[src/sv/ibfs_pkg.sv]
// ----------------------------------------------------------------------------
// ibfs_pkg: shared types and constants of the isometric box fitter
// Register map, box and request structs, back-end states, defaults.
// ----------------------------------------------------------------------------
package ibfs_pkg;

  localparam int COORD_BITS_DEF  = 10;
  localparam int HEIGHT_BITS_DEF = 16;

  localparam int BOX_W     = 14;
  localparam int BOX_MIN_C = -8192;
  localparam int BOX_MAX_C = 8191;
  localparam int FRAC_W    = 15;
  localparam int COEF_W    = 16;
  localparam int SCALE_W   = 16;
  localparam int SDIV_W    = 8;
  localparam int SPAN_W    = BOX_W + 1;

  localparam int DIV_W     = 16;
  localparam int DIV_CNT_W = $clog2(DIV_W + 1);

  localparam int QUEUE_DEPTH = 4;

  localparam int CFG_AW = 5;
  localparam int CFG_DW = 32;

  localparam logic [2:0] REG_COS     = 3'd0;
  localparam logic [2:0] REG_SIN     = 3'd1;
  localparam logic [2:0] REG_HEIGHT  = 3'd2;
  localparam logic [2:0] REG_EXTENT  = 3'd3;
  localparam logic [2:0] REG_DIVISOR = 3'd4;

  localparam logic [COEF_W-1:0]  COS_RST     = 16'd28378;
  localparam logic [COEF_W-1:0]  SIN_RST     = 16'd16384;
  localparam logic [COEF_W-1:0]  HEIGHT_RST  = 16'd3277;
  localparam logic [COEF_W-1:0]  EXTENT_RST  = 16'd1000;
  localparam logic [SDIV_W-1:0]  DIVISOR_RST = 8'd1;

  localparam int OUT_W = 4 * BOX_W + SCALE_W;

  typedef struct packed {
    logic [COEF_W-1:0] cos_coef;
    logic [COEF_W-1:0] sin_coef;
    logic [COEF_W-1:0] height_coef;
    logic [COEF_W-1:0] fit_extent;
    logic [SDIV_W-1:0] scale_divisor;
  } cfg_t;

  typedef struct packed {
    logic signed [BOX_W-1:0] y_max;
    logic signed [BOX_W-1:0] y_min;
    logic signed [BOX_W-1:0] x_max;
    logic signed [BOX_W-1:0] x_min;
  } box_t;

  typedef struct packed {
    logic             start;
    logic [DIV_W-1:0] dividend;
    logic [DIV_W-1:0] divisor;
  } div_req_t;

  typedef struct packed {
    logic             done;
    logic [DIV_W-1:0] quotient;
  } div_rsp_t;

  typedef enum logic [1:0] {
    BK_IDLE,
    BK_DIV_SPAN,
    BK_DIV_SCALE,
    BK_OUT
  } back_state_t;

endpackage

[src/sv/ibfs_front.sv]
// ----------------------------------------------------------------------------
// ibfs_front: projection pipeline and running bounding box
// Projects each point in two stages, folds it into the box and pushes a
// snapshot of the box into the queue on the last point of a map.
// ----------------------------------------------------------------------------
module ibfs_front
  import ibfs_pkg::*;
#(
  parameter int COORD_BITS  = COORD_BITS_DEF,
  parameter int HEIGHT_BITS = HEIGHT_BITS_DEF,
  parameter int IN_W        = ((2 * COORD_BITS + HEIGHT_BITS + 7) / 8) * 8,
  parameter int QCW         = $clog2(QUEUE_DEPTH + 1)
) (
  input  logic            clk,
  input  logic            rst_n,
  input  logic            in_tvalid,
  output logic            in_tready,
  input  logic [IN_W-1:0] in_tdata,
  input  logic            in_tlast,
  input  cfg_t            cfg,
  input  logic [QCW-1:0]  q_level,
  output logic            q_push,
  output box_t            q_push_box
);

  localparam int PX_W = COORD_BITS + 18;
  localparam int PS_W = COORD_BITS + 19;
  localparam int PH_W = HEIGHT_BITS + 17;
  localparam int PW   = ((PS_W > PH_W) ? PS_W : PH_W) + 1;
  localparam logic signed [PW-1:0] LO_C   = PW'(BOX_MIN_C);
  localparam logic signed [PW-1:0] HI_C   = PW'(BOX_MAX_C);
  localparam logic signed [PW-1:0] BIAS_C = PW'((1 << FRAC_W) - 1);

  logic [COORD_BITS-1:0]         gx, gy;
  logic signed [HEIGHT_BITS-1:0] gz;
  logic signed [COORD_BITS:0]    dxy;
  logic signed [COORD_BITS+1:0]  sxy;
  logic signed [COEF_W:0]        cos_s, sin_s, hc_s;
  logic signed [PX_W-1:0]        prod_x;
  logic signed [PS_W-1:0]        prod_s;
  logic signed [PH_W-1:0]        prod_h;

  logic                   s1_valid_r, s1_last_r;
  logic signed [PX_W-1:0] s1_px_r;
  logic signed [PS_W-1:0] s1_ps_r;
  logic signed [PH_W-1:0] s1_ph_r;

  logic                    s2_valid_r, s2_last_r;
  logic signed [BOX_W-1:0] s2_px_r, s2_py_r;

  box_t run_r, run_nxt, fold;
  logic signed [PW-1:0]  sum_y;
  logic [QCW+1:0]        occupied;

  function automatic logic signed [BOX_W-1:0] proj(input logic signed [PW-1:0] v);
    logic signed [PW-1:0] t;
    logic signed [PW-1:0] q;
    t = v + (v[PW-1] ? BIAS_C : '0);
    q = t >>> FRAC_W;
    if (q < LO_C) begin
      return BOX_W'(BOX_MIN_C);
    end else if (q > HI_C) begin
      return BOX_W'(BOX_MAX_C);
    end
    return q[BOX_W-1:0];
  endfunction

  // Field unpack and products
  assign gx    = in_tdata[COORD_BITS-1:0];
  assign gy    = in_tdata[2*COORD_BITS-1:COORD_BITS];
  assign gz    = in_tdata[2*COORD_BITS+HEIGHT_BITS-1:2*COORD_BITS];
  assign dxy   = $signed({1'b0, gx}) - $signed({1'b0, gy});
  assign sxy   = $signed({2'b00, gx} + {2'b00, gy});
  assign cos_s = $signed({1'b0, cfg.cos_coef});
  assign sin_s = $signed({1'b0, cfg.sin_coef});
  assign hc_s  = $signed({1'b0, cfg.height_coef});
  assign prod_x = dxy * cos_s;
  assign prod_s = sxy * sin_s;
  assign prod_h = gz * hc_s;

  // Hold back when the queue could not take every last point in flight
  assign occupied  = (QCW+2)'(q_level) + (QCW+2)'(s1_valid_r & s1_last_r)
                   + (QCW+2)'(s2_valid_r & s2_last_r);
  assign in_tready = occupied < (QCW+2)'(QUEUE_DEPTH);

  always_ff @(posedge clk) begin
    if (!rst_n) begin
      s1_valid_r <= 1'b0;
      s2_valid_r <= 1'b0;
      run_r      <= '0;
    end else begin
      s1_valid_r <= in_tvalid & in_tready;
      s2_valid_r <= s1_valid_r;
      run_r      <= run_nxt;
    end
  end

  always_ff @(posedge clk) begin
    s1_last_r <= in_tlast;
    s1_px_r   <= prod_x;
    s1_ps_r   <= prod_s;
    s1_ph_r   <= prod_h;
    s2_last_r <= s1_last_r;
    s2_px_r   <= proj(PW'(s1_px_r));
    s2_py_r   <= proj(sum_y);
  end

  assign sum_y = PW'(s1_ps_r) - PW'(s1_ph_r);

  // Fold the projected point into the box
  always_comb begin
    fold       = run_r;
    if (s2_px_r < run_r.x_min) fold.x_min = s2_px_r;
    if (s2_px_r > run_r.x_max) fold.x_max = s2_px_r;
    if (s2_py_r < run_r.y_min) fold.y_min = s2_py_r;
    if (s2_py_r > run_r.y_max) fold.y_max = s2_py_r;
    run_nxt    = run_r;
    q_push     = 1'b0;
    q_push_box = fold;
    if (s2_valid_r) begin
      if (s2_last_r) begin
        q_push  = 1'b1;
        run_nxt = '0;
      end else begin
        run_nxt = fold;
      end
    end
  end

endmodule

[src/sv/ibfs_queue.sv]
// ----------------------------------------------------------------------------
// ibfs_queue: short queue of finished boxes
// Decouples the projection pipeline from the scale divider.
// ----------------------------------------------------------------------------
module ibfs_queue
  import ibfs_pkg::*;
#(
  parameter int QCW = $clog2(QUEUE_DEPTH + 1)
) (
  input  logic           clk,
  input  logic           rst_n,
  input  logic           push,
  input  box_t           push_box,
  input  logic           pop,
  output box_t           head,
  output logic           empty,
  output logic [QCW-1:0] level
);

  localparam int PTR_W = (QUEUE_DEPTH > 1) ? $clog2(QUEUE_DEPTH) : 1;

  box_t             slot_r [QUEUE_DEPTH];
  logic [PTR_W-1:0] wr_ptr_r, rd_ptr_r;
  logic [QCW-1:0]   level_r;

  function automatic logic [PTR_W-1:0] bump(input logic [PTR_W-1:0] p);
    return (p == PTR_W'(QUEUE_DEPTH - 1)) ? '0 : p + 1'b1;
  endfunction

  always_ff @(posedge clk) begin
    if (!rst_n) begin
      wr_ptr_r <= '0;
      rd_ptr_r <= '0;
      level_r  <= '0;
    end else begin
      if (push) wr_ptr_r <= bump(wr_ptr_r);
      if (pop)  rd_ptr_r <= bump(rd_ptr_r);
      case ({push, pop})
        2'b10:   level_r <= level_r + 1'b1;
        2'b01:   level_r <= level_r - 1'b1;
        default: level_r <= level_r;
      endcase
    end
  end

  always_ff @(posedge clk) begin
    if (push) slot_r[wr_ptr_r] <= push_box;
  end

  assign head  = slot_r[rd_ptr_r];
  assign empty = (level_r == '0);
  assign level = level_r;

endmodule

[src/sv/ibfs_div.sv]
// ----------------------------------------------------------------------------
// ibfs_div: restoring divider, one quotient bit per cycle
// Unsigned DIV_W-bit division; done pulses with the last quotient bit.
// ----------------------------------------------------------------------------
module ibfs_div
  import ibfs_pkg::*;
(
  input  logic     clk,
  input  logic     rst_n,
  input  div_req_t req,
  output div_rsp_t rsp
);

  logic                 busy_r, done_r;
  logic [DIV_CNT_W-1:0] cnt_r;
  logic [DIV_W-1:0]     rem_r, quo_r, dsr_r;
  logic [DIV_W-1:0]     rem_nxt, quo_nxt;
  logic [DIV_W:0]       trial;

  always_comb begin
    trial = {rem_r, quo_r[DIV_W-1]};
    if (trial >= {1'b0, dsr_r}) begin
      rem_nxt = DIV_W'(trial - {1'b0, dsr_r});
      quo_nxt = {quo_r[DIV_W-2:0], 1'b1};
    end else begin
      rem_nxt = trial[DIV_W-1:0];
      quo_nxt = {quo_r[DIV_W-2:0], 1'b0};
    end
  end

  always_ff @(posedge clk) begin
    if (!rst_n) begin
      busy_r <= 1'b0;
      done_r <= 1'b0;
      cnt_r  <= '0;
    end else begin
      done_r <= 1'b0;
      if (req.start) begin
        busy_r <= 1'b1;
        cnt_r  <= DIV_CNT_W'(DIV_W);
      end else if (busy_r) begin
        cnt_r <= cnt_r - 1'b1;
        if (cnt_r == DIV_CNT_W'(1)) begin
          busy_r <= 1'b0;
          done_r <= 1'b1;
        end
      end
    end
  end

  always_ff @(posedge clk) begin
    if (req.start) begin
      rem_r <= '0;
      quo_r <= req.dividend;
      dsr_r <= req.divisor;
    end else if (busy_r) begin
      rem_r <= rem_nxt;
      quo_r <= quo_nxt;
    end
  end

  assign rsp.done     = done_r;
  assign rsp.quotient = quo_r;

endmodule

[src/sv/ibfs_back.sv]
// ----------------------------------------------------------------------------
// ibfs_back: fit scale sequencer and result register
// Takes a box from the queue, runs two divisions on the shared divider
// and holds the result until the receiver takes it.
// ----------------------------------------------------------------------------
module ibfs_back
  import ibfs_pkg::*;
(
  input  logic             clk,
  input  logic             rst_n,
  input  cfg_t             cfg,
  input  logic             q_empty,
  input  box_t             q_head,
  output logic             q_pop,
  output logic             out_tvalid,
  input  logic             out_tready,
  output logic [OUT_W-1:0] out_tdata
);

  back_state_t          state_r, state_nxt;
  box_t                 box_r, box_nxt;
  logic [SCALE_W-1:0]   scale_r, scale_nxt;
  div_req_t             dreq;
  div_rsp_t             drsp;
  logic signed [SPAN_W-1:0] xdiff, ydiff;
  logic [SPAN_W-1:0]    span;
  logic [SDIV_W-1:0]    sdiv;

  ibfs_div u_div (
    .clk   (clk),
    .rst_n (rst_n),
    .req   (dreq),
    .rsp   (drsp)
  );

  // Spans are never negative: the box always holds the origin
  assign xdiff = SPAN_W'(q_head.x_max) - SPAN_W'(q_head.x_min);
  assign ydiff = SPAN_W'(q_head.y_max) - SPAN_W'(q_head.y_min);
  assign sdiv  = (cfg.scale_divisor == '0) ? SDIV_W'(1) : cfg.scale_divisor;

  always_comb begin
    span = (xdiff > ydiff) ? xdiff : ydiff;
    if (span == '0) span = SPAN_W'(1);
  end

  always_ff @(posedge clk) begin
    if (!rst_n) begin
      state_r <= BK_IDLE;
    end else begin
      state_r <= state_nxt;
    end
  end

  always_ff @(posedge clk) begin
    box_r   <= box_nxt;
    scale_r <= scale_nxt;
  end

  always_comb begin
    state_nxt     = state_r;
    box_nxt       = box_r;
    scale_nxt     = scale_r;
    q_pop         = 1'b0;
    dreq.start    = 1'b0;
    dreq.dividend = cfg.fit_extent;
    dreq.divisor  = DIV_W'(span);
    out_tvalid    = 1'b0;
    case (state_r)
      BK_IDLE: begin
        if (!q_empty) begin
          q_pop      = 1'b1;
          box_nxt    = q_head;
          dreq.start = 1'b1;
          state_nxt  = BK_DIV_SPAN;
        end
      end
      BK_DIV_SPAN: begin
        dreq.dividend = drsp.quotient;
        dreq.divisor  = DIV_W'(sdiv);
        if (drsp.done) begin
          dreq.start = 1'b1;
          state_nxt  = BK_DIV_SCALE;
        end
      end
      BK_DIV_SCALE: begin
        if (drsp.done) begin
          scale_nxt = (drsp.quotient == '0) ? SCALE_W'(1) : SCALE_W'(drsp.quotient);
          state_nxt = BK_OUT;
        end
      end
      BK_OUT: begin
        out_tvalid = 1'b1;
        if (out_tready) state_nxt = BK_IDLE;
      end
      default: state_nxt = BK_IDLE;
    endcase
  end

  assign out_tdata = {scale_r, box_r.y_max, box_r.y_min, box_r.x_max, box_r.x_min};

endmodule

[src/sv/isometric_bbox_fit_scale_core.sv]
// ----------------------------------------------------------------------------
// isometric_bbox_fit_scale_core: isometric projection bounding box fitter
// Projects grid points, tracks their bounding box and fits a scale to it.
// ----------------------------------------------------------------------------
// Usage:
//   in_*  : one grid point per transfer; in_tlast marks the final point of
//           a map. A point is taken every cycle while in_tready is high.
//   out_* : one transfer per map with the box and the fit scale.
//   cfg_* : APB register port, write only while the block is idle.
// Path: a result passes the two projection stages and the queue, then
//   two passes of the shared restoring divider (16 quotient bits each;
//   extent / span, then / divisor) before it is offered on out_*.
// Flow: points stream at one per cycle while in_tready is high; the back
//   end takes a new box only once the last result is taken. Up to four
//   finished boxes wait in the queue.
// Stall: while out_tready is low the result holds and points keep flowing
//   until the queue, counting last points still in the projection stages,
//   is full; in_tready then drops.
// Reset: synchronous, active low. The box returns to the origin, the queue
//   empties and the registers take their default values.
// ----------------------------------------------------------------------------
module isometric_bbox_fit_scale_core
  import ibfs_pkg::*;
#(
  parameter int COORD_BITS  = COORD_BITS_DEF,
  parameter int HEIGHT_BITS = HEIGHT_BITS_DEF,
  parameter int IN_W        = ((2 * COORD_BITS + HEIGHT_BITS + 7) / 8) * 8
) (
  input  logic              clk,
  input  logic              rst_n,
  // in_tdata, lowest bit up: grid_x, grid_y, height, zero fill
  input  logic              in_tvalid,
  output logic              in_tready,
  input  logic [IN_W-1:0]   in_tdata,
  input  logic              in_tlast,
  // out_tdata, lowest bit up: box_x_min, box_x_max, box_y_min, box_y_max,
  // fit_scale
  output logic              out_tvalid,
  input  logic              out_tready,
  output logic [OUT_W-1:0]  out_tdata,
  input  logic              cfg_psel,
  input  logic              cfg_penable,
  input  logic              cfg_pwrite,
  input  logic [CFG_AW-1:0] cfg_paddr,
  input  logic [CFG_DW-1:0] cfg_pwdata,
  output logic [CFG_DW-1:0] cfg_prdata,
  output logic              cfg_pready
);

  localparam int QCW = $clog2(QUEUE_DEPTH + 1);

  cfg_t           cfg_r;
  logic           cfg_wr;
  logic [2:0]     cfg_idx;
  logic           q_push, q_pop, q_empty;
  box_t           q_push_box, q_head;
  logic [QCW-1:0] q_level;

  // Register file: written on the access phase of an APB write
  assign cfg_pready = 1'b1;
  assign cfg_wr     = cfg_psel & cfg_penable & cfg_pwrite & cfg_pready;
  assign cfg_idx    = cfg_paddr[4:2];

  always_ff @(posedge clk) begin
    if (!rst_n) begin
      cfg_r.cos_coef      <= COS_RST;
      cfg_r.sin_coef      <= SIN_RST;
      cfg_r.height_coef   <= HEIGHT_RST;
      cfg_r.fit_extent    <= EXTENT_RST;
      cfg_r.scale_divisor <= DIVISOR_RST;
    end else if (cfg_wr) begin
      case (cfg_idx)
        REG_COS:     cfg_r.cos_coef      <= cfg_pwdata[COEF_W-1:0];
        REG_SIN:     cfg_r.sin_coef      <= cfg_pwdata[COEF_W-1:0];
        REG_HEIGHT:  cfg_r.height_coef   <= cfg_pwdata[COEF_W-1:0];
        REG_EXTENT:  cfg_r.fit_extent    <= cfg_pwdata[COEF_W-1:0];
        REG_DIVISOR: cfg_r.scale_divisor <= cfg_pwdata[SDIV_W-1:0];
        default:     ;
      endcase
    end
  end

  // Read back; addresses past the map return zero
  always_comb begin
    case (cfg_idx)
      REG_COS:     cfg_prdata = CFG_DW'(cfg_r.cos_coef);
      REG_SIN:     cfg_prdata = CFG_DW'(cfg_r.sin_coef);
      REG_HEIGHT:  cfg_prdata = CFG_DW'(cfg_r.height_coef);
      REG_EXTENT:  cfg_prdata = CFG_DW'(cfg_r.fit_extent);
      REG_DIVISOR: cfg_prdata = CFG_DW'(cfg_r.scale_divisor);
      default:     cfg_prdata = '0;
    endcase
  end

  ibfs_front #(
    .COORD_BITS  (COORD_BITS),
    .HEIGHT_BITS (HEIGHT_BITS),
    .IN_W        (IN_W),
    .QCW         (QCW)
  ) u_front (
    .clk        (clk),
    .rst_n      (rst_n),
    .in_tvalid  (in_tvalid),
    .in_tready  (in_tready),
    .in_tdata   (in_tdata),
    .in_tlast   (in_tlast),
    .cfg        (cfg_r),
    .q_level    (q_level),
    .q_push     (q_push),
    .q_push_box (q_push_box)
  );

  ibfs_queue #(
    .QCW (QCW)
  ) u_queue (
    .clk      (clk),
    .rst_n    (rst_n),
    .push     (q_push),
    .push_box (q_push_box),
    .pop      (q_pop),
    .head     (q_head),
    .empty    (q_empty),
    .level    (q_level)
  );

  ibfs_back u_back (
    .clk        (clk),
    .rst_n      (rst_n),
    .cfg        (cfg_r),
    .q_empty    (q_empty),
    .q_head     (q_head),
    .q_pop      (q_pop),
    .out_tvalid (out_tvalid),
    .out_tready (out_tready),
    .out_tdata  (out_tdata)
  );

  // The front end must never push into a full queue
  a_no_overflow: assert property (@(posedge clk) disable iff (!rst_n)
    q_push |-> (q_level < QCW'(QUEUE_DEPTH)))
    else $error("box queue overflow");

  // The back end only takes boxes that are there
  a_no_underflow: assert property (@(posedge clk) disable iff (!rst_n)
    q_pop |-> !q_empty)
    else $error("box queue underflow");

  // Every delivered box holds the origin and carries a non-zero scale
  a_result_sane: assert property (@(posedge clk) disable iff (!rst_n)
    out_tvalid |-> ($signed(out_tdata[13:0]) <= 0) && ($signed(out_tdata[27:14]) >= 0)
                && ($signed(out_tdata[41:28]) <= 0) && ($signed(out_tdata[55:42]) >= 0)
                && (out_tdata[71:56] != '0))
    else $error("result box or scale out of range");

endmodule

[config.mk]
export PLATFORM = sky130hd
export DESIGN_NAME = isometric_bbox_fit_scale_core
export DESIGN_NICKNAME = d
export VERILOG_FILES = /design/src/sv/ibfs_pkg.sv /design/src/sv/ibfs_front.sv /design/src/sv/ibfs_queue.sv /design/src/sv/ibfs_div.sv /design/src/sv/ibfs_back.sv /design/src/sv/isometric_bbox_fit_scale_core.sv
export SDC_FILE = /design/constraint.sdc
export NUM_CORES = 2
export LEC_CHECK = 0
export ABC_CLOCK_PERIOD_IN_PS = 10000
export BUFFER_PORTS_ARGS = -buffer_cell sky130_fd_sc_hd__buf_4
export CORE_ASPECT_RATIO = 0.7
export CORE_MARGIN = 2
export CORE_UTILIZATION = 50
export CTS_BUF_LIST = sky130_fd_sc_hd__clkbuf_8
export CTS_CLUSTER_DIAMETER = 100
export DETAILED_ROUTE_END_ITERATION = 6
export HOLD_SLACK_MARGIN = 0.12
export PLACE_DENSITY = 0.66
export SLEW_MARGIN = 20
export SYNTH_ARGS = -nofsm -noshare
export SYNTH_HDL_FRONTEND = slang
export SYNTH_SLANG_ARGS = --single-unit
[constraint.sdc]
create_clock -name clk -period 10 [get_ports clk]
set_input_delay 1 -clock clk [delete_from_list [all_inputs] [get_ports clk]]
set_output_delay 1 -clock clk [all_outputs]
set_load 0.02 [all_outputs]
; Word-level counts from Yosys, hierarchy flattened
; Memory sizes are Yosys's and may differ from the RTL's. A register that Yosys moved wholly into a read port is not among the register bits.
; Index checks and enable logic that the tools add are counted.
[totals]
regBits = 386
mem_bits_rw = 224
input_bits = 85
out_inout_bits = 107
memories = 1
[classes]
n_addsub = 15
multipliers = 3
magnitude_cmp = 11
n_eq_ne = 17
muxes = 51
bitwise = 8
reduce_logical = 20
[memory_table]
columns = memory, words, width, rd, rd_ports_with_merged_regs, write_ports, line_no
row1 = u_queue.slot_r, 4, 56, 1, 1, 1, ibfs_queue.sv:22  ; box_t slot_r [QUEUE_DEPTH];
[ops]
columns = op, count
row1 = 2-to-1 mux 14 bit, 10
row2 = one-hot mux 16 bit (5 select lines), 1
row3 = 2-to-1 mux 15 bit, 4
row4 = 2-to-1 mux 56 bit, 1
row5 = 2-to-1 mux 16 bit, 3
row6 = greater-than comparator 19 x 14 -> 1 bit (second input constant), 2
row7 = < comparator 19 x 14 -> 1 bit (second input constant), 2
row8 = adder 34 x 15 -> 34 bit, 1
row9 = subtractor 29 x 33 -> 34 bit, 1
row10 = multiplier 16 x 17 -> 33 bit, 1
row11 = 2-to-1 mux 32 bit, 1
row12 = subtractor 14 x 14 -> 15 bit, 2
row13 = adder 28 x 16 -> 29 bit, 1
row14 = multiplier 12 x 17 -> 29 bit, 1
row15 = greater-than comparator 14 bit, 2
row16 = < comparator 14 bit, 2
row17 = multiplier 11 x 17 -> 28 bit, 1
row18 = greater-or-equal comparator 17 x 16 -> 1 bit, 1
row19 = 2-to-1 mux 1 bit, 17
row20 = logical NOT 16 bit, 1
row21 = 2-to-1 mux 2 bit, 8
row22 = AND reduction 2 bit, 8
row23 = subtractor 16 bit, 1
row24 = greater-than comparator 15 bit, 1
row25 = other kinds (31), 52

; Longest topological paths before layout
[depth]
depth_word = 7
mapped_depth = 34
mapped_depth_nobuf = 34

; Modules after synthesis
; From an unflattened synthesis, not the netlist that was laid out.
[unflattened]
cells_unflattened = 4846
area_unflattened_um2 = 50040.5
[modules_own_cells]
columns = module, n_inst, cells_each, area_each_um2, seq_area_each_um2
row1 = ibfs_front, 1, 3416, 30073.8, 3523.4
row2 = ibfs_queue, 1, 338, 8573.2, 6906.6
row3 = ibfs_back, 1, 422, 4715.8, 2202.1
row4 = isometric_bbox_fit_scale_core, 1, 362, 3557.2, 1441.4
row5 = ibfs_div, 1, 308, 3120.5, 1421.4

; Least setup slack after synthesis
; No wires, ideal clock.
[synth_path]
kind = in2reg
start = input in_tdata[11]
end = register u_front.s1_px_r[26]
setup_time_ps = 123
arrival_ps = 8060
required_ps = 9877
path_slack_ps = 1817
cell_stages = 32
n_path_buf = 1
path_cell_list = inv_1 ha_1 nor2b_1 o21ai_0 a21boi_0 o21ai_0 a21boi_0 o21ai_0 nand2b_1 a21o_1 a21oi_1 xnor2_1 clkbuf_1 nand2_1 fa_1 fa_1 inv_1 fa_1 fa_1 inv_1 fa_1 inv_1 ha_1 or3_1 o211ai_1 a31o_2 o21ai_0 o41ai_1 nor2_1 a2111oi_0 a21oi_1 xor2_1
[synth_between]
elab_chain_len = 2
[synth_rtl]
columns = item, line_no
row1 = start: declaration, isometric_bbox_fit_scale_core.sv:34  ; input logic [IN_W-1:0] in_tdata,
row2 = subtractor 10 x 10 -> 11 bit, ibfs_front.sv:72  ; assign dxy = $signed({1'b0, gx}) - $signed({1'b0, gy});
row3 = multiplier 11 x 17 -> 28 bit, ibfs_front.sv:77  ; assign prod_x = dxy * cos_s;
row4 = net u_front.prod_x[26], ibfs_front.sv:39  ; logic signed [PX_W-1:0] prod_x;
row5 = end signal: assignment, ibfs_front.sv:100  ; s1_px_r <= prod_x;
row6 = end: declaration, ibfs_front.sv:44  ; logic signed [PX_W-1:0] s1_px_r;
; The timed path passes the listed nets, and every way through them passes these cells.
; A chain may end at the register's enable or synchronous reset.

; Worst setup path after layout
[layout_path]
start = input in_tdata[0]
end = register u_front.s1_ps_r[27]
[layout_between]
elab_chain_len = 2
[layout_rtl]
columns = item, line_no
row1 = adder 10 x 10 -> 11 bit, ibfs_front.sv:73  ; assign sxy = $signed({2'b00, gx} + {2'b00, gy});
row2 = multiplier 12 x 17 -> 29 bit, ibfs_front.sv:78  ; assign prod_s = sxy * sin_s;
row3 = net u_front.prod_s[27], ibfs_front.sv:40  ; logic signed [PS_W-1:0] prod_s;
row4 = end signal: assignment, ibfs_front.sv:101  ; s1_ps_r <= prod_s;
row5 = end: declaration, ibfs_front.sv:45  ; logic signed [PS_W-1:0] s1_ps_r;
; The timed path passes the listed nets, and every way through them passes these cells.

==> impl_metrics.ini <==
[outcome]
status = complete, but fails checks
violations_in_the_final_reports = design-rule violations

[finish]
area_delta_synth_final_pct = 9.11
layout.cells.most_common = inv_1
filler_cell_count = 8626
most-common-layout-cells = inv_1 (854), nand2_1 (552), ha_1 (482)
nNetsFinal = 6013
finalNonFillerCells = 6397
drive_gt1_share_pct = 10.7
final_area_mm2 = 0.0541
core_utilization_of_the_finished_layout_pct = 55.2

[setup_path]
worstSetupStartpointType = input port
r2r-start = cfg_r[29]
arrival_ns = 9.18
timing.setup.critical_path_class = input port to flop
timing.critical_path.slowest_stage_cell = o41ai_1
cp-end-kind = flop
crit_path_from = in_tdata[0]
timing.critical_path.mode_cell = fa_1
crit_required_ns = 10.67
largest_incremental_delay_on_the_critical_path_ns = 0.64
path_max_fanout = 16

[die]
row_count = 96
design.die.area_mm2 = 0.102
coreArea_mm2 = 0.0981
pin_count = 192
dieWidth_um = 380
die_y_um = 268
initial_core_util_pct = 50.6

[cts]
clkSinkCount = 611
cells_resized_by_post_cts_repair = 0
cts.clk_slew.worst_paths_ns = 0.06
tritoncts = built
cts_hold_repair.buffers = 0
clock_insertion_delay_worst_skew_ns = 0.79
cts_buffers = 94
ctsLongestPathBuffers = 3
htree_levels = 3
post-cts-setup-buffer-count = 0
cts_root_buf = clkbuf_8

[place]
dpl-instance-area_mm2 = 0.0521
gpl.final_weighted_congestion = 0.890
dp.cells = 6219
port_buffers = 152
place.detailed.hpwl_um = 95200

[global_route]
grt_first_pass_wirelength_um = 196000
grt_start_max_net_pins = 59
grt_usage_pct = 24.7
globalRouteMet2Util_pct = 35.1
vias_in_the_first_global_route = 34900
grt.met3_usage_pct = 6.96
globalRouteOverflowTotal = 0
global_route.usage.met1_pct = 36.8
grt_peak_use_layer = met1
antenna_found_initial = 5

[run]
maxCapViolCount = 0

[min_path]
hold_start = in_tlast
hold_path_class = input port to flop

[synth]
synth.distinct_cells = 101
post_synth_inst_count = 4877
total_number_of_yosys_warnings = 0
number_of_flops_mapped_to_enable_cells_by_yosys = 327
synth.cell_area_mm2 = 0.0496
top_cell_type_by_total_area_after_synthesis = edfxtp_1
synth.yosys.seq_area_share_pct = 31.3
async_reset_ff_share_pct = 0
synth_top_area_share_pct = 19.8
postSynthAreaPerCell_um2 = 10.2
most_area_consuming_cells_after_synthesis = edfxtp_1 (20%), fa_1 (18%), ha_1 (12%), dfxtp_1 (11%), inv_1 (6.1%)
ys_seq_elements = 611
postSynth.topFlopCell = edfxtp_1

[power]
comb_power_share_pct = 63.5
total_leakage_power_nw = 24.4
ir_drop_mv = 0.557
share_seq_of_total_power_pct = 23.1
power_density_mw_per_mm2 = 304
switching_power_mw = 7.39
power_frac_clock_pct = 13.4
net_switching_fraction_of_the_power_pct = 44.9
cellInternalPower_mw = 9.07

[route]
drcViolationCount = 13
viasPerCell = 5.46
antenna_left = 0
drt-total-wl_um = 123000
detailedRoute.firstIterationViolations = 2948
number_of_optimization_iterations_in_the_first_detailed_route_pass = 7
overall_via_count_from_detail_route = 34900
wl_per_cell_um = 19.3

[sta]
clock_skew_ns = 0.0788
achievable-frequency_mhz = 118
grt_setup_unrepaired = no
min_period_ns = 8.51
setup_viol = 0
slew_headroom_pct = 24.6
transition_time_at_the_pin_with_the_least_slew_margin_ns = 1.13
fin_setup_tns_ns = 0
maxSlewViolCount = 0
period_share_pct = 85.1
report.final.hold_viol_count = 0
[registers in the layout, summed over array words and instances (netlist names), 2 cells and up, named ones only]
register	count
cfg_r	72
u_back.out_tdata	56
u_back.scale_r	16
u_back.state_r	2
u_back.u_div.cnt_r	5
u_back.u_div.dsr_r	15
u_back.u_div.quo_r	16
u_back.u_div.rem_r	16
u_front.run_r	56
u_front.s1_ph_r	33
u_front.s1_ps_r	29
u_front.s1_px_r	28
u_front.s2_px_r	14
u_front.s2_py_r	14
u_queue.level	3
u_queue.rd_ptr_r	2
u_queue.slot_r	224
u_queue.wr_ptr_r	2
[power groups by stage]
| stage | Combinational, mW | Sequential, mW | Clock [mW] |
|---|---|---|---|
| after global placement | 10.3 | 3.85 | 0 |
| after floorplan | 7.91 | 3.84 | 0 |
| after CTS | 10.5 | 3.80 | 2.26 |
| after global routing | 11.9 | 3.85 | 2.35 |
| final | 10.5 | 3.80 | 2.20 |
| after detailed placement | 10.4 | 3.85 | 0 |
[Yosys cell counts (35+ instances only)]
master / number
inv_1: 812
nand2_1: 552
ha_1: 482
fa_1: 454
edfxtp_1: 327
dfxtp_1: 284
and2_1: 210
a21oi_1: 175
clkbuf_1: 173
nor2_1: 147
xnor2_1: 126
o21ai_0: 112
nor2b_1: 95
nand3_1: 70
mux4_2: 64
a21o_1: 60
mux2_2: 56
nand2b_1: 53
nor3_1: 53
xor2_1: 45
o21a_1: 44
a22o_1: 43
mux2i_1: 35
[routing by layer]
| metal | vias up | routed length (um) |
|---|---|---|
| li1 | 16400 | - |
| met5 | - | 13 |
| met4 | 2 | 2670 |
| met2 | 1231 | 50100 |
| met1 | 17200 | 58300 |
| met3 | 149 | 12400 |
[kinds of logic (layout without fill, tap and decap cells)]
family	Yosys count	in the layout	share of synthesized area [%]
AOI/OAI and AO/OA	672	672	9.51
buffers and inverters	1024	1203	7.94
adders and majority gates	936	936	30.5
other	2	20	0.0151
xor gates and xnor gates	175	175	3.17
muxes	156	156	4.91
and+or+nand+nor	1301	1301	12.7
DFF	611	611	31.3
[area by class of cell]
class                      instances  area [um2]  area share [%]
inverter                         813        3050            5.64
tap                             1323        1660            3.06
sequential                       611       15500            28.7
clock inverter                    68         513           0.948
antenna                            3        7.51          0.0139
timing repair buffer             215        1620            2.99
multi-input combinational       3257       30300            56.0
clock buffer                     107        1470            2.72
[per-stage QoR]
stage / power (mW) / hold WS, ns / setup slack (ns)
after floorplan: 11.8 / 0.323 / 1.82
after global placement: 14.1 / 0.389 / 1.01
after detailed placement: 14.3 / 0.391 / 0.897
after CTS: 16.6 / 0.265 / 1.68
after global routing: 18.1 / 0.287 / 0.993
final: 16.5 / 0.336 / 1.49
[worst max-delay path: cells and delay by family]
kind | cells | cell delay (ns)
buffers and inverters | 4 | 0.27
AND/OR/NAND/NOR | 4 | 0.47
adder cells (fa/ha/maj) | 8 | 3.60
XOR/XNOR | 2 | 0.59
AO/OA/AOI/OAI | 13 | 3.22
[path summary, 6_finish.rpt]
path | to | slack (ns) | depth (start not counted)
setup / recovery | u_front.s1_ps_r[27] | 1.49 | 31
hold / removal | u_front.s1_last_r | 0.34 | 1
setup reg to reg | u_front.s1_ph_r[32] | 2.23 | 25
hold reg to reg | u_front.s2_last_r | 0.40 | 0
(Power assumes the default switching activity.)
